==> config.mk <==
export PLATFORM = sky130hd
export DESIGN_NAME = per_source_rssi_mean_reporter
export DESIGN_NICKNAME = d
export VERILOG_FILES = /design/src/rtl/core/psr_pkg.sv /design/src/rtl/core/psr_cell.sv /design/src/rtl/core/psr_div.sv /design/src/rtl/core/per_source_rssi_mean_reporter.sv
export SDC_FILE = /design/constraint.sdc
export NUM_CORES = 1
export LEC_CHECK = 0
export BUFFER_PORTS_ARGS = -buffer_cell sky130_fd_sc_hd__clkbuf_2
export CAP_MARGIN = 20
export CORE_ASPECT_RATIO = 1.1
export CORE_UTILIZATION = 45
export CTS_BUF_LIST = sky130_fd_sc_hd__clkbuf_4
export CTS_CLUSTER_DIAMETER = 60
export CTS_CLUSTER_SIZE = 30
export DETAILED_ROUTE_END_ITERATION = 12
export PLACE_DENSITY = 0.65
export SLEW_MARGIN = 10
export SYNTH_ARGS = -nofsm -noshare
export SYNTH_HDL_FRONTEND = slang
export SYNTH_SLANG_ARGS = --single-unit
==> constraint.sdc <==
create_clock -name clk_i -period 12.5 [get_ports clk_i]
set_clock_uncertainty 0.2 [all_clocks]
set_input_delay 1.25 -clock clk_i [delete_from_list [all_inputs] [get_ports clk_i]]
set_output_delay 1.25 -clock clk_i [all_outputs]
set_load 0.1 [all_outputs]
==> src/rtl/core/psr_pkg.sv <==
`default_nettype none

package psr_pkg;

  localparam int unsigned TABLE_ENTRIES = 8;

  localparam int unsigned ADDR_W  = 16;
  localparam int unsigned RSSI_W  = 8;
  localparam int unsigned CNT_W   = 11;
  localparam int unsigned SUM_W   = 19;
  localparam int unsigned MEAN_W  = 16;
  localparam int unsigned FRAC_W  = 8;

  // Dividend is |sum| scaled by 2^FRAC_W; it splits into CNT_W remainder bits
  // and MEAN_W quotient bits.
  localparam int unsigned NUM_W     = SUM_W + FRAC_W;
  localparam int unsigned DIV_STEPS = MEAN_W;
  localparam int unsigned STEP_W    = $clog2(DIV_STEPS);

  localparam logic [CNT_W-1:0] REPORT_EVERY_RST = CNT_W'(10);
  localparam logic [CNT_W-1:0] CNT_MAX          = '1;

  // Lookup token that walks the cell chain.
  typedef struct packed {
    logic                    act;
    logic [ADDR_W-1:0]       addr;
    logic                    found;
    logic signed [SUM_W-1:0] sum;
    logic [CNT_W-1:0]        cnt;
    logic                    free;
  } psr_tok_t;

  // Update broadcast to all cells once the lookup is done.
  typedef struct packed {
    logic                    we;
    logic                    claim;
    logic [ADDR_W-1:0]       addr;
    logic signed [SUM_W-1:0] sum;
    logic [CNT_W-1:0]        cnt;
  } psr_cmt_t;

endpackage

`default_nettype wire

==> src/rtl/core/psr_cell.sv <==
`default_nettype none

module psr_cell
  import psr_pkg::*;
(
  input  logic     clk_i,
  input  logic     rst_ni,
  input  psr_tok_t tok_i,
  output psr_tok_t tok_o,
  input  psr_cmt_t cmt_i
);

  logic                    valid_q;
  logic [ADDR_W-1:0]       addr_q;
  logic [CNT_W-1:0]        cnt_q;
  logic signed [SUM_W-1:0] sum_q;
  logic                    sel_hit_q, sel_hit_d;
  logic                    sel_free_q, sel_free_d;
  psr_tok_t                tok_q, tok_d;
  logic                    hit;
  logic                    wr;

  // Only the first matching entry along the chain takes the hit.
  assign hit = valid_q && (addr_q == tok_i.addr) && !tok_i.found;
  assign wr  = cmt_i.we && (cmt_i.claim ? sel_free_q : sel_hit_q);

  always_comb begin
    tok_d      = tok_i;
    sel_hit_d  = sel_hit_q;
    sel_free_d = sel_free_q;
    if (tok_i.act) begin
      sel_hit_d  = hit;
      sel_free_d = !valid_q && !tok_i.free;
      if (hit) begin
        tok_d.found = 1'b1;
        tok_d.sum   = sum_q;
        tok_d.cnt   = cnt_q;
      end
      if (!valid_q) begin
        tok_d.free = 1'b1;
      end
    end
  end

  always_ff @(posedge clk_i or negedge rst_ni) begin
    if (!rst_ni) begin
      valid_q    <= 1'b0;
      cnt_q      <= '0;
      sum_q      <= '0;
      sel_hit_q  <= 1'b0;
      sel_free_q <= 1'b0;
      tok_q      <= '0;
    end else begin
      sel_hit_q  <= sel_hit_d;
      sel_free_q <= sel_free_d;
      tok_q      <= tok_d;
      if (wr) begin
        valid_q <= 1'b1;
        cnt_q   <= cmt_i.cnt;
        sum_q   <= cmt_i.sum;
      end
    end
  end

  always_ff @(posedge clk_i) begin
    if (wr && cmt_i.claim) begin
      addr_q <= cmt_i.addr;
    end
  end

  assign tok_o = tok_q;

endmodule

`default_nettype wire

==> src/rtl/core/psr_div.sv <==
`default_nettype none

module psr_div
  import psr_pkg::*;
(
  input  logic                     clk_i,
  input  logic                     rst_ni,
  input  logic                     start_i,
  input  logic signed [SUM_W-1:0]  sum_i,
  input  logic [CNT_W-1:0]         cnt_i,
  output logic                     done_o,
  output logic signed [MEAN_W-1:0] mean_o
);

  logic                busy_q;
  logic                done_q;
  logic [STEP_W-1:0]   step_q;
  logic                neg_q;
  logic [CNT_W-1:0]    cnt_q;
  logic [CNT_W-1:0]    rem_q, rem_d;
  logic [MEAN_W-1:0]   quo_q, quo_d;
  logic [SUM_W-1:0]    mag;
  logic [NUM_W-1:0]    num;
  logic [CNT_W:0]      cur;
  logic [CNT_W:0]      diff;
  logic                ge;
  logic                last;

  // Rounding to nearest is folded into the dividend as half the divisor.
  assign mag  = sum_i[SUM_W-1] ? SUM_W'(-sum_i) : SUM_W'(sum_i);
  assign num  = {mag, FRAC_W'(0)} + NUM_W'(cnt_i[CNT_W-1:1]);

  assign cur  = {rem_q, quo_q[MEAN_W-1]};
  assign diff = cur - {1'b0, cnt_q};
  assign ge   = cur >= {1'b0, cnt_q};
  assign last = step_q == STEP_W'(DIV_STEPS - 1);

  always_comb begin
    rem_d = ge ? diff[CNT_W-1:0] : cur[CNT_W-1:0];
    quo_d = {quo_q[MEAN_W-2:0], ge};
  end

  always_ff @(posedge clk_i or negedge rst_ni) begin
    if (!rst_ni) begin
      busy_q <= 1'b0;
      done_q <= 1'b0;
      step_q <= '0;
    end else begin
      done_q <= 1'b0;
      if (start_i && !busy_q) begin
        busy_q <= 1'b1;
        step_q <= '0;
      end else if (busy_q) begin
        step_q <= step_q + STEP_W'(1);
        if (last) begin
          busy_q <= 1'b0;
          done_q <= 1'b1;
        end
      end
    end
  end

  // The quotient never exceeds 2^15, so the top remainder bits start below
  // the divisor and MEAN_W steps are enough.
  always_ff @(posedge clk_i) begin
    if (start_i && !busy_q) begin
      neg_q <= sum_i[SUM_W-1];
      cnt_q <= cnt_i;
      rem_q <= num[NUM_W-1 -: CNT_W];
      quo_q <= num[MEAN_W-1:0];
    end else if (busy_q) begin
      rem_q <= rem_d;
      quo_q <= quo_d;
    end
  end

  assign done_o = done_q;
  assign mean_o = neg_q ? MEAN_W'(-quo_q) : MEAN_W'(quo_q);

endmodule

`default_nettype wire

==> src/rtl/core/per_source_rssi_mean_reporter.sv <==
// Per-source RSSI mean reporter. Each input word is one ping (source address
// and signed dBm value); each produces exactly one output word. The address is
// looked up in a table of TABLE_ENTRIES entries held in a chain of cells that
// a lookup token walks one cell per clock; a new address claims the first
// free entry, and with no free entry the word comes back with dropped set.
// When an entry has gathered report_every samples, the output carries the
// address and the mean in signed Q7.8, rounded to nearest with ties away from
// zero, and the entry restarts. One word is in flight at a time: a ping walks
// the cell chain, runs the 16-step serial divider if it completes a report,
// then waits until the output register can take it. The finished word sits
// there, so the next ping goes in while it waits. The user writes report_every
// through cfg_we_i/cfg_wdata_i only while idle; the block does not enforce it.
`default_nettype none

module per_source_rssi_mean_reporter
  import psr_pkg::*;
(
  input  logic                     clk_i,
  input  logic                     rst_ni,
  input  logic                     cfg_we_i,
  input  logic [CNT_W-1:0]         cfg_wdata_i,
  input  logic                     in_valid_i,
  output logic                     in_ready_o,
  input  logic [ADDR_W-1:0]        src_addr_i,
  input  logic signed [RSSI_W-1:0] rssi_i,
  output logic                     out_valid_o,
  input  logic                     out_ready_i,
  output logic                     report_ready_o,
  output logic [ADDR_W-1:0]        report_addr_o,
  output logic signed [MEAN_W-1:0] mean_rssi_o,
  output logic                     dropped_o
);

  typedef enum logic [3:0] {
    S_IDLE = 4'b0001,
    S_SCAN = 4'b0010,
    S_DIV  = 4'b0100,
    S_OUT  = 4'b1000
  } psr_state_e;

  psr_state_e               state_q, state_d;
  logic [CNT_W-1:0]         report_every_q;
  logic [ADDR_W-1:0]        addr_q;
  logic signed [RSSI_W-1:0] rssi_q;
  logic                     res_rep_q, res_rep_d;
  logic                     res_drop_q, res_drop_d;
  logic signed [MEAN_W-1:0] res_mean_q, res_mean_d;
  logic                     out_valid_q;
  logic                     out_rep_q;
  logic                     out_drop_q;
  logic [ADDR_W-1:0]        out_addr_q;
  logic signed [MEAN_W-1:0] out_mean_q;

  psr_tok_t                 chain [TABLE_ENTRIES+1];
  psr_tok_t                 tok_end;
  psr_cmt_t                 cmt;
  logic                     in_acc;
  logic                     out_load;
  logic signed [SUM_W-1:0]  base_sum;
  logic [CNT_W-1:0]         base_cnt;
  logic signed [SUM_W-1:0]  new_sum;
  logic [CNT_W-1:0]         new_cnt;
  logic                     report;
  logic                     div_start;
  logic                     div_done;
  logic signed [MEAN_W-1:0] div_mean;

  assign in_ready_o = state_q == S_IDLE;
  assign in_acc     = in_valid_i && in_ready_o;
  assign out_load   = (state_q == S_OUT) && (!out_valid_q || out_ready_i);

  always_comb begin
    chain[0]       = '0;
    chain[0].act   = in_acc;
    chain[0].addr  = src_addr_i;
  end

  for (genvar g = 0; g < TABLE_ENTRIES; g++) begin : g_cell
    psr_cell u_cell (
      .clk_i (clk_i),
      .rst_ni(rst_ni),
      .tok_i (chain[g]),
      .tok_o (chain[g+1]),
      .cmt_i (cmt)
    );
  end

  assign tok_end = chain[TABLE_ENTRIES];

  // A new entry starts from an empty sum and count.
  assign base_sum = tok_end.found ? tok_end.sum : '0;
  assign base_cnt = tok_end.found ? tok_end.cnt : '0;
  assign new_sum  = base_sum + SUM_W'(rssi_q);
  assign new_cnt  = (base_cnt == CNT_MAX) ? CNT_MAX : base_cnt + CNT_W'(1);
  assign report   = new_cnt >= report_every_q;

  always_comb begin
    cmt.we    = (state_q == S_SCAN) && tok_end.act && (tok_end.found || tok_end.free);
    cmt.claim = !tok_end.found;
    cmt.addr  = addr_q;
    cmt.sum   = report ? '0 : new_sum;
    cmt.cnt   = report ? '0 : new_cnt;
  end

  assign div_start = cmt.we && report;

  psr_div u_div (
    .clk_i  (clk_i),
    .rst_ni (rst_ni),
    .start_i(div_start),
    .sum_i  (new_sum),
    .cnt_i  (new_cnt),
    .done_o (div_done),
    .mean_o (div_mean)
  );

  always_comb begin
    state_d    = state_q;
    res_rep_d  = res_rep_q;
    res_drop_d = res_drop_q;
    res_mean_d = res_mean_q;
    case (state_q)
      S_IDLE: begin
        if (in_acc) begin
          state_d = S_SCAN;
        end
      end
      S_SCAN: begin
        if (tok_end.act) begin
          res_rep_d  = 1'b0;
          res_drop_d = !(tok_end.found || tok_end.free);
          res_mean_d = '0;
          state_d    = div_start ? S_DIV : S_OUT;
        end
      end
      S_DIV: begin
        if (div_done) begin
          res_rep_d  = 1'b1;
          res_mean_d = div_mean;
          state_d    = S_OUT;
        end
      end
      S_OUT: begin
        if (out_load) begin
          state_d = S_IDLE;
        end
      end
      default: begin
        state_d = S_IDLE;
      end
    endcase
  end

  always_ff @(posedge clk_i or negedge rst_ni) begin
    if (!rst_ni) begin
      state_q        <= S_IDLE;
      report_every_q <= REPORT_EVERY_RST;
      out_valid_q    <= 1'b0;
    end else begin
      state_q <= state_d;
      if (cfg_we_i) begin
        report_every_q <= cfg_wdata_i;
      end
      if (out_load) begin
        out_valid_q <= 1'b1;
      end else if (out_ready_i) begin
        out_valid_q <= 1'b0;
      end
    end
  end

  always_ff @(posedge clk_i) begin
    res_rep_q  <= res_rep_d;
    res_drop_q <= res_drop_d;
    res_mean_q <= res_mean_d;
    if (in_acc) begin
      addr_q <= src_addr_i;
      rssi_q <= rssi_i;
    end
    if (out_load) begin
      out_rep_q  <= res_rep_q;
      out_drop_q <= res_drop_q;
      out_addr_q <= res_rep_q ? addr_q : '0;
      out_mean_q <= res_mean_q;
    end
  end

  assign out_valid_o    = out_valid_q;
  assign report_ready_o = out_rep_q;
  assign dropped_o      = out_drop_q;
  assign report_addr_o  = out_addr_q;
  assign mean_rssi_o    = out_mean_q;

endmodule

`default_nettype wire

# --- Yosys cells after proc, flatten, opt, wreduce, memory -nomap -nowiden ---
# Cells that the tools add are included.
op_classes:
  n_eq_ne: 18
  order_cmp: 2
  n_reduce_logical: 78
  n_addsub: 7
  muxes: 66
op_table:
  columns: ["operator", "count"]
  rows:
  - ["$mux W32", 8]
  - ["$mux W31", 8]
  - ["$eq A16 B16 Y1", 8]
  - ["$mux W16", 5]
  - ["$mux W11", 6]
  - ["$mux W19", 3]
  - ["$logic_and A1 B1 Y1", 44]
  - ["$pmux W16 S2", 1]
  - ["$mux W4", 7]
  - ["$add A27 B10 Y27", 1]
  - ["$logic_not A1 Y1", 26]
  - ["$mux W1", 26]
  - ["$add A19 B8 Y19", 1]
  - ["$neg A19 Y19", 1]
  - ["$neg A16 Y16", 1]
  - ["$pmux W4 S4", 1]
  - ["$ge A12 B11 Y1", 1]
  - ["$add A11 B1 Y11 const B", 1]
  - ["$eq A11 B11 Y1 const B", 1]
  - ["$ge A11 B11 Y1", 1]
  - ["$sub A11 B11 Y11", 1]
  - ["$eq A4 B4 Y1 const B", 2]
  - ["$ne A2 B1 Y1 const B", 3]
  - ["$reduce_bool A2 Y1", 3]
  - ["10 further kinds", 11]
word_totals:
  register_bits: 905
  output_inout_bits: 36
  inputBits: 40
  wordCells: 285

# --- Depth between registers and ports, before layout ---
# Gate-level depths: netlist of the first run.
depth:
  ltp_word: 8
  mapped_depth: 26
  mapped_depth_nobuf: 19

# --- Hierarchy ---
# A second synthesis of the first run with hierarchy kept.
hier_totals:
  cells_unflattened: 2439
  area_unflattened_um2: 36832.8
modules_own_cells:
  columns: ["module", "cells_each", "seq_area_each_um2", "area_each_um2", "instances"]
  rows:
  - ["psr_cell", 197, 2532.4, 3517.1, 8]
  - ["per_source_rssi_mean_reporter", 455, 2686.3, 5064.9, 1]
  - ["psr_div", 408, 1321.3, 3631.0, 1]

# --- Worst setup path after synthesis of the first run ---
# No wires, ideal clock.
synth_path:
  kind: "reg2reg"
  from: "register g_cell[7].u_cell.tok_q (netlist bit g_cell[7].u_cell.tok_o[31])"
  to: "register u_div.rem_q[6], data pin"
  arrival_time_ns: 5.651
  setup_ns: 0.259
  n_path_buf: 6
  slack_ns: 6.390
  path_stages_with_launch: 24
  period_less_slack_ns: 6.110
  required_ns: 12.041
  path_cell_list: "dfrtp_1 -> clkbuf_1 -> buf_1 -> clkbuf_1 -> clkbuf_1 -> and2_1 -> ha_1 -> fa_1 -> a21o_2 -> a211oi_4 -> o2bb2ai_1 -> or4_1 -> and3_1 -> clkinv_1 -> buf_2 -> buf_2 -> nand2_1 -> o21ai_0 -> inv_1 -> fa_1 -> o21bai_2 -> o41a_1 -> o31a_1 -> o31a_1"
synth_between:
  word_cells_on_any_way: 15
  classes_between: "add/sub (4); order compare (1); eq/ne (1); mux (5); reduce/logical (4)"
synth_lines:
  columns: ["item", "line", "source"]
  rows:
  - ["start: declaration", "psr_cell.sv:19", "psr_tok_t tok_q, tok_d;"]
  - ["start signal: assignment", "psr_cell.sv:56", "tok_q <= tok_d;"]
  - ["$mux W19", "per_source_rssi_mean_reporter.sv:91", "assign base_sum = tok_end.found ? tok_end.sum : '0;"]
  - ["$add A19 B8 Y19", "per_source_rssi_mean_reporter.sv:93", "assign new_sum = base_sum + SUM_W'(rssi_q);"]
  - ["net new_sum[18]", "per_source_rssi_mean_reporter.sv:61", "logic signed [SUM_W-1:0] new_sum;"]
  - ["$mux W19", "psr_div.sv:30", "assign mag = sum_i[SUM_W-1] ? SUM_W'(-sum_i) : SUM_W'(sum_i);"]
  - ["$add A27 B10 Y27", "psr_div.sv:31", "assign num = {mag, FRAC_W'(0)} + NUM_W'(cnt_i[CNT_W-1:1]);"]
  - ["$mux W11", "psr_div.sv:66", "if (start_i && !busy_q) begin"]
  - ["end signal: assignment", "psr_div.sv:69", "rem_q <= num[NUM_W-1 -: CNT_W];"]
  - ["end signal: assignment", "psr_div.sv:72", "rem_q <= rem_d;"]
  - ["end: declaration", "psr_div.sv:20", "logic [CNT_W-1:0] rem_q, rem_d;"]
# The timed path passes the listed nets, and every way through them passes these cells.
# A chain may end at the register's enable or synchronous reset.

# --- Final worst setup path of the first run ---
layout_path:
  from: "register g_cell[7].u_cell.tok_q (netlist bit g_cell[7].u_cell.tok_o[31])"
  to: "register u_div.rem_q[6], data pin"
layout_between:
  elab_chain_cells: 7
  word_cells_on_any_way: 15
  classes_between: "add/sub (4); order compare (1); eq/ne (1); mux (5); reduce/logical (4)"
layout_lines:
  columns: ["item", "line"]
  rows:
  - ["parallel branches: the longest is 6 deep, another holds $add A27 B10 Y27", null]
  - ["$mux W11 (*)", "psr_div.sv:66"]
# Every way passes the cells marked *.

==> results of run 1 <==
worst reg2reg max path: cells and delay by family (launching register included):
family,cells,cell delay [ns]
AND/OR/NAND/NOR,3,0.75
flip-flops,1,0.43
adder cells (fa/ha/maj),3,1.23
buffers and inverters,3,1.03
AO/OA/AOI/OAI,8,2.46
stage by stage:
step	worst slack (ns)	utilization (%)	area [sq um]	hold WS (ns)	cells
2_1_floorplan	6.390	-	35650	0.1718	2717
3_3_place_gp	6.189	47.73	37190	0.1877	3736
5_1_grt	5.700	49.19	38330	0.04194	3839
4_1_cts	6.059	49.04	38210	0.03399	3833
3_5_place_dp	6.190	47.74	37200	0.1793	3737
6_report	6.089	49.19	38330	0.1095	3840
where the power goes:
part | switching, mW | internal, mW
Clock | 1.03 | 0.335
Sequential | 0.199 | 3.37
Combinational | 0.450 | 0.231
sequential cells by signal, summed over array words and instances (netlist names), 11 cells and up:
register and count:
addr_q 16, g_cell.u_cell.addr_q 128, g_cell.u_cell.cnt_q 88, g_cell.u_cell.sum_q 152, g_cell.u_cell.tok_o 376, mean_rssi_o 16
report_addr_o 16, report_every_q 11, res_mean_q 16, u_div.cnt_q 11, u_div.quo_q 16, u_div.rem_q 11
cell type report:
| cell class | instances | area, sq um | share of cell area, % |
|---|---|---|---|
| sequential | 905 | 23870 | 62.27 |
| multi-input combinational | 1649 | 11290 | 29.45 |
| tap | 1035 | 1295 | 3.378 |
| timing repair buffer | 97 | 653.1 | 1.704 |
| clock inverter | 42 | 608.1 | 1.586 |
| clock buffer | 54 | 405.4 | 1.058 |
| inverter | 56 | 210.2 | 0.5484 |
| antenna | 2 | 5.005 | 0.01306 |
placed cells by master (no fill, tap or decap), types with 7 or more instances in the layout:
cell type,synthesis,layout
nand4_1,32,32
inv_6,0,7
xnor2_1,127,127
nand2_2,0,7
nand2_1,354,347
ha_1,46,46
nand3_1,35,35
or2_2,13,13
nor2_1,63,62
nor2b_4,0,7
and2_1,80,80
and3_1,9,9
inv_8,0,7
a211oi_1,12,11
edfxtp_1,243,243
o21ai_0,283,283
nand2b_1,27,27
clkbuf_2,0,74
nor4_1,24,23
clkbuf_4,0,54
xor2_1,62,62
o2bb2ai_1,10,10
inv_1,54,54
o31ai_1,11,11
mux2_2,233,233
nor2b_1,18,11
buf_4,0,15
dfrtp_1,659,659
a31oi_1,11,9
a21o_1,20,20
nor3_1,20,19
a21oi_1,44,44
o21a_1,7,7
or3_1,7,7
final timing paths:
| check | from | to | slack (ns) | depth (start not counted) |
|---|---|---|---|---|
| worst min-delay path | rst_ni | g_cell[0].u_cell.tok_o[37] | 0.11 | 1 |
| worst max-delay path | g_cell[7].u_cell.tok_o[31] | u_div.rem_q[6] | 6.09 | 17 |
| min in group clk_i | g_cell[0].u_cell.valid_q | g_cell[0].u_cell.tok_o[0] | 0.19 | 1 |
| worst min register to register | g_cell[0].u_cell.valid_q | g_cell[0].u_cell.tok_o[0] | 0.19 | 1 |
| max in group asynchronous | rst_ni | g_cell[5].u_cell.tok_o[12] | 9.70 | 3 |
| worst max register to register | g_cell[7].u_cell.tok_o[31] | u_div.rem_q[6] | 6.09 | 17 |
layer usage:
layer / vias to the layer above / share of wire [%] / global-route usage, %
met2: 244 / 48 / 28.72
met1: 10084 / 47 / 24.73
met4: 0 / 2.0 / 4.237
li1: 9550 / - / -
met5: - / 0 / 0
met3: 83 / 2.8 / 2.067
kinds of logic after synthesis:
logic type | after synthesis | share of synthesized area, %
flip-flops | 905 | 66.96
AND/OR/NAND/NOR | 708 | 9.495
AO/OA/AOI/OAI | 463 | 7.733
multiplexers | 237 | 7.473
XOR/XNOR | 192 | 4.812
buffers and inverters | 163 | 1.748
adder cells (fa/ha/maj) | 49 | 1.783
==> key figures, run 1 <==
STA
  – Setup TNS: 0 ns
  – Relative slew slack: 29.81%
  – RSZ-0062 raised after global routing: no
  – Final setup vio count: 0
  – Post-layout min period: 6.411 ns
  – Final Slew Violations: 0
  – Highest Clock Rate: 0.1560 GHz
  – Worst slew pin tran: 1.053 ns
  – Final period util: between 50% and 60%
  – Final Hold Vio Count: 0

Route
  – Initial DRC Count: roughly 1300
  – Total wire length: 69240 microns
  – WL per Instance: between 15 and 20 microns
  – Drt drc: 0
  – Vias: 19961
  – Remaining antenna violation count: 0
  – Initial DRT Pass Iterations: 7
  – Drt via density: around 5.2

Pwr
  – PwrDens: between 100 and 150 nW/um^2
  – Leakage: 16.78 nW
  – Overall power: around 5.6 mW
  – Max VDD drop: 0.08607 mV

Synth
  – Commonest cells post-synth: dfrtp_1 (659), nand2_1 (354), o21ai_0 (283)
  – Unique masters post-synth: between 80 and 90
  – Top cell type's share of synthesized area: 46.26%
  – Syn Area/Cell: 13.12 sq um
  – FFs w/ async S/R, synth: 73.15%
  – Post-synth EDFFs: 243
  – FF+latch count, synth: 905
  – Sequential element share of the synthesized area: 66.96%
  – Synth Flop Type: dfrtp_1
  – Yosys warns: 0
  – Count leader, synth: dfrtp_1
  – Synth Cell Area: roughly 36000 sq um
  – Synth Instances: 2717
  – Synth Net Count: 2806
  – Cell taking the most area after synthesis: dfrtp_1
  – Main area contributors after synthesis: dfrtp_1 (46%), edfxtp_1 (20%), mux2_2 (7.4%), o21ai_0 (4.0%), nand2_1 (3.7%)

Worst setup path
  – CP Class: register to register
  – Combined buffer and inverter count along the critical path: 3
  – CP max stage cell: clkinv_1
  – Critical path's largest stage delay: 0.73 ns
  – Arr. time, crit path: slightly below 7 ns
  – CP cell instances: buf_4 -> and2_1 -> ha_1 -> fa_1 -> a21o_2 -> a211oi_4 -> o2bb2ai_1 -> nand3_1 -> and3_1 -> clkinv_1 -> o21ai_0 -> inv_1 -> fa_1 -> o21bai_2 -> o41a_1 -> o31a_1 -> o31a_1
  – Critical path required time: roughly 13 ns
  – Crit path max fanout: 26
  – Worst path top cell family by delay: compound AO/OA/AOI/OAI gates
  – Startpoint class of the critical path: register
  – CP endpoint kind: register

Floorplan
  – Row cnt: 107
  – Die height: about 300 microns
  – DIE WIDTH: ~270 microns
  – Starting Density: a little under half
  – Core area: roughly 80000 sq um
  – I/O pin cnt: 76
  – Total die area: 80340 sq um

Global route
  – Global-route usage over all layers: around 17%
  – Global-route wire length before repair: 112800 microns
  – Initial antenna violation count: 1
  – Global route overflow: 0
  – Pin count of the biggest net entering global routing: 174
  – Number of global-route vias before repair: 20175

Run
  – Max-cap violations: 0

Clocking
  – Clock sink count: 905
  – Clock root cell: clkbuf_4
  – Num CTS Buffers: between 50 and 60
  – Clock Pin Slew Worst Setup and Hold Paths: 0.26 ns
  – Htree depth: 2
  – CTS tree: yes
  – Number of gates resized after cts: 0
  – CTS max path bufs: 3
  – Hold Buf Count CTS: 0
  – Setup Buffers After CTS: 0
  – Latest clock arrival within the worst-skew pair: 0.96 ns

Placement
  – Detailed placement HPWL: 48750 microns
  – Placer Congestion: 0.8557
  – Port Buffers: 75

Final layout
  – Fraction of layout cells with a size suffix above 1: around 17%
  – Layout fillers: between 6000 and 7000
  – Nets: 2849
  – Layout area overhead: 7.533%

Min path
  – Path type of the worst min-delay path: input pin to async pin

Status
  – Status: finished, final reports clean
Note: power is estimated with default switching activity, not from simulation.
==> run 2: changes to the inputs <==
Clock period 12.5 ns to 6.3 ns, I/O delays scaled along.
==> key figures, run 2 (synthesized netlist as in run 1, its figures left out) <==
Final layout
  – Sequential Area: 23870 sq um (unchanged)
  – Layout fillers: 6731 (-1.1%)
  – Layout area overhead: 9.112%
  – Fraction of layout cells with a size suffix above 1: 16.89% (-0.20 points)
  – Final instance count without filler cells: 3902 (+1.6%)
  – Largest register FFs: 376 (unchanged)
  – Multi-input logic area: 11290 sq um (unchanged)
  – Nets: 2913 (+2.2%)
  – Most common cell after layout, fill and taps aside: dfrtp_1
  – Commonest cells after routing, fill and taps aside: dfrtp_1 (659), nand2_1 (347), o21ai_0 (283)

Floorplan
  – Die height: 297.2 microns (unchanged)
  – DIE WIDTH: 270.4 microns (unchanged)
  – I/O pin cnt: 76 (unchanged)
  – Row cnt: 107 (unchanged)
  – Starting Density: 45.75% (unchanged)
  – Core area: 77920 sq um (unchanged)
  – Total die area: 80340 sq um (unchanged)

Worst setup path
  – Combined buffer and inverter count along the critical path: 2 (-1)
  – CP Class: register to register
  – CP max stage cell: nor4b_1
  – Critical path's largest stage delay: 0.88 ns (+0.15 ns)
  – Startpoint class of the critical path: register
  – Critical path required time: 6.81 ns (-6.11 ns)
  – Worst path top cell family by delay: simple AND/OR/NAND/NOR gates
  – CP endpoint kind: register
  – CP cell instances: and2_1 -> ha_1 -> fa_1 -> inv_1 -> ha_1 -> inv_1 -> a2111oi_0 -> nor2_1 -> nor2_1 -> nor4b_1 -> o2111a_1 -> o21bai_2 -> o41a_1 -> o31a_1 -> o31a_1
  – Crit path max fanout: 8 (-69%)
  – Arr. time, crit path: 6.29 ns (-0.54 ns)

Route
  – Initial DRC Count: 1322 (+2.8%)
  – Routed length on met3: 1794 microns (-8.0%)
  – WL met1: 33560 microns (+3.6%)
  – Top Layer Used: met5
  – Drt via density: 5.175 (-0.45%)
  – Initial DRT Pass Iterations: 5 (-2)
  – Remaining antenna violation count: 0 (unchanged)
  – Detail Route met2 WL: 35060 microns (+4.6%)
  – WL per Instance: 18.46 microns (+2.4%)
  – Total wire length: 72030 microns (+4.0%)
  – Vias: 20192 (+1.2%)
  – Drt drc: 0 (unchanged)

Placement
  – Placed insts: 3744 (+0.19%)
  – Detailed placement HPWL: 50490 microns (+3.6%)
  – Placer Congestion: 0.8842 (+3.3%)
  – Port Buffers: 75 (unchanged)
  – Post-place setup slack: 0.5217 ns (-5.669 ns)

STA
  – Final period util: 91.82% (+41 points)
  – Relative slew slack: 26.82% (-3.0 points)
  – Setup ws final: 0.5154 ns (-5.574 ns)
  – Setup TNS: 0 ns (unchanged)
  – Post-layout min period: 5.785 ns (-0.6261 ns)
  – Highest Clock Rate: 0.1729 GHz (+11%)
  – Worst slew pin tran: 1.094 ns (+0.04070 ns)
  – Final Hold Vio Count: 0 (unchanged)
  – Final setup vio count: 0 (unchanged)
  – Final Slew Violations: 0 (unchanged)
  – RSZ-0062 raised after global routing: no

Status
  – Status: finished, final reports clean

Clocking
  – Num CTS Buffers: 50 (-2.0%)
  – Clock Pin Slew Worst Setup and Hold Paths: 0.24 ns (-0.02 ns)
  – Latest clock arrival within the worst-skew pair: 0.99 ns (+0.03 ns)
  – Setup Buffers After CTS: 0 (unchanged)
  – Hold Buf Count CTS: 59 (+59)
  – Number of gates resized after cts: 0 (unchanged)
  – Clock root cell: clkbuf_4
  – Clock sink count: 905 (unchanged)
  – CTS tree: yes
  – CTS max path bufs: 3 (unchanged)
  – Htree depth: 2 (unchanged)

Global route
  – Global-route wire length before repair: 117600 microns (+4.3%)
  – Pin count of the biggest net entering global routing: 187 (+7.5%)
  – Global route overflow: 0 (unchanged)
  – Number of global-route vias before repair: 21043 (+4.3%)
  – Initial antenna violation count: 4 (+3)
  – Global-route usage over all layers: 18.23% (+0.79 points)

Pwr
  – Sequential share of power: 63.9% (+0.3 points)
  – Net Sw Frac: 29.36% (-0.53 points)
  – Max VDD drop: 0.2202 mV (+160%)
  – Comb pwr share: 12.6% (+0.5 points)
  – Internal power: 7.832 mW (+99%)
  – Sw Pwr: 3.255 mW (+94%)
  – PwrDens: 285.1 nW/um^2 (+95%)
  – Clock power frac: 23.5% (-0.8 points)
  – Overall power: 11.09 mW (+97%)
  – Leakage: 17.01 nW (+1.4%)

Min path
  – Path type of the worst min-delay path: input pin to async pin

Run
  – Max-cap violations: 0 (unchanged)
[run 2: cell types whose count changed in the layout (fill, tap and decap cells not counted), moves of 3 or more]
| cell | delta |
|---|---|
| clkinv_16 | -3 |
| inv_8 | -3 |
| clkinvlp_4 | +4 |
| buf_4 | +3 |
| dlygate4sd3_1 | +59 |
| clkbuf_4 | +3 |
[run 2: power by group through the flow]
stage	combinational [mW]	sequential (mW)	clock [mW]
after floorplan	0.913	7.08	0
after global placement	1.34	7.17	0
after detailed placement	1.38	7.22	0
after CTS	1.42	7.10	2.70
after global routing	1.60	7.18	2.90
final	1.40	7.09	2.60
[run 2: worst paths after layout]
path,start,endpoint,slack [ns],depth (start not counted)
max in group asynchronous,rst_ni,g_cell[2].u_cell.sum_q[1],4.27,3
worst max-delay path,g_cell[7].u_cell.tok_o[31],u_div.rem_q[6],0.52,15
worst min register to register,g_cell[5].u_cell.tok_o[35],g_cell[6].u_cell.tok_o[35],0.20,0
worst min-delay path,rst_ni,g_cell[0].u_cell.tok_o[33],0.07,2
min in group clk_i,src_addr_i[11],g_cell[0].u_cell.tok_o[43],0.14,2
worst max register to register,g_cell[7].u_cell.tok_o[31],u_div.rem_q[6],0.52,15
[run 2: metal layers]
layer / up-vias / GRT usage (%)
li1: 9672 / -
met1: 10184 / 25.34
met2: 227 / 30.51
met3: 105 / 2.212
met4: 4 / 4.493
met5: - / 0
[run 2: through the flow]
step                hold slack [ns]  cell area, sq um  util [%]
finish                      0.06843             38890     49.92
floorplan                    0.1344             35650         -
global placement             0.1838             37240     47.79
detailed placement           0.1805             37300     47.87
CTS                        0.008982             38800     49.80
global route                0.05784             38890     49.92
[run 2: layout make-up]
class | instances | share of cell area (%)
multi-input combinational | 1649 | 29.02
sequential | 905 | 61.36
antenna | 1 | 0.006434
inverter | 56 | 0.5405
timing repair buffer | 162 | 3.387
tap | 1035 | 3.330
clock buffer | 57 | 1.100
clock inverter | 37 | 1.251
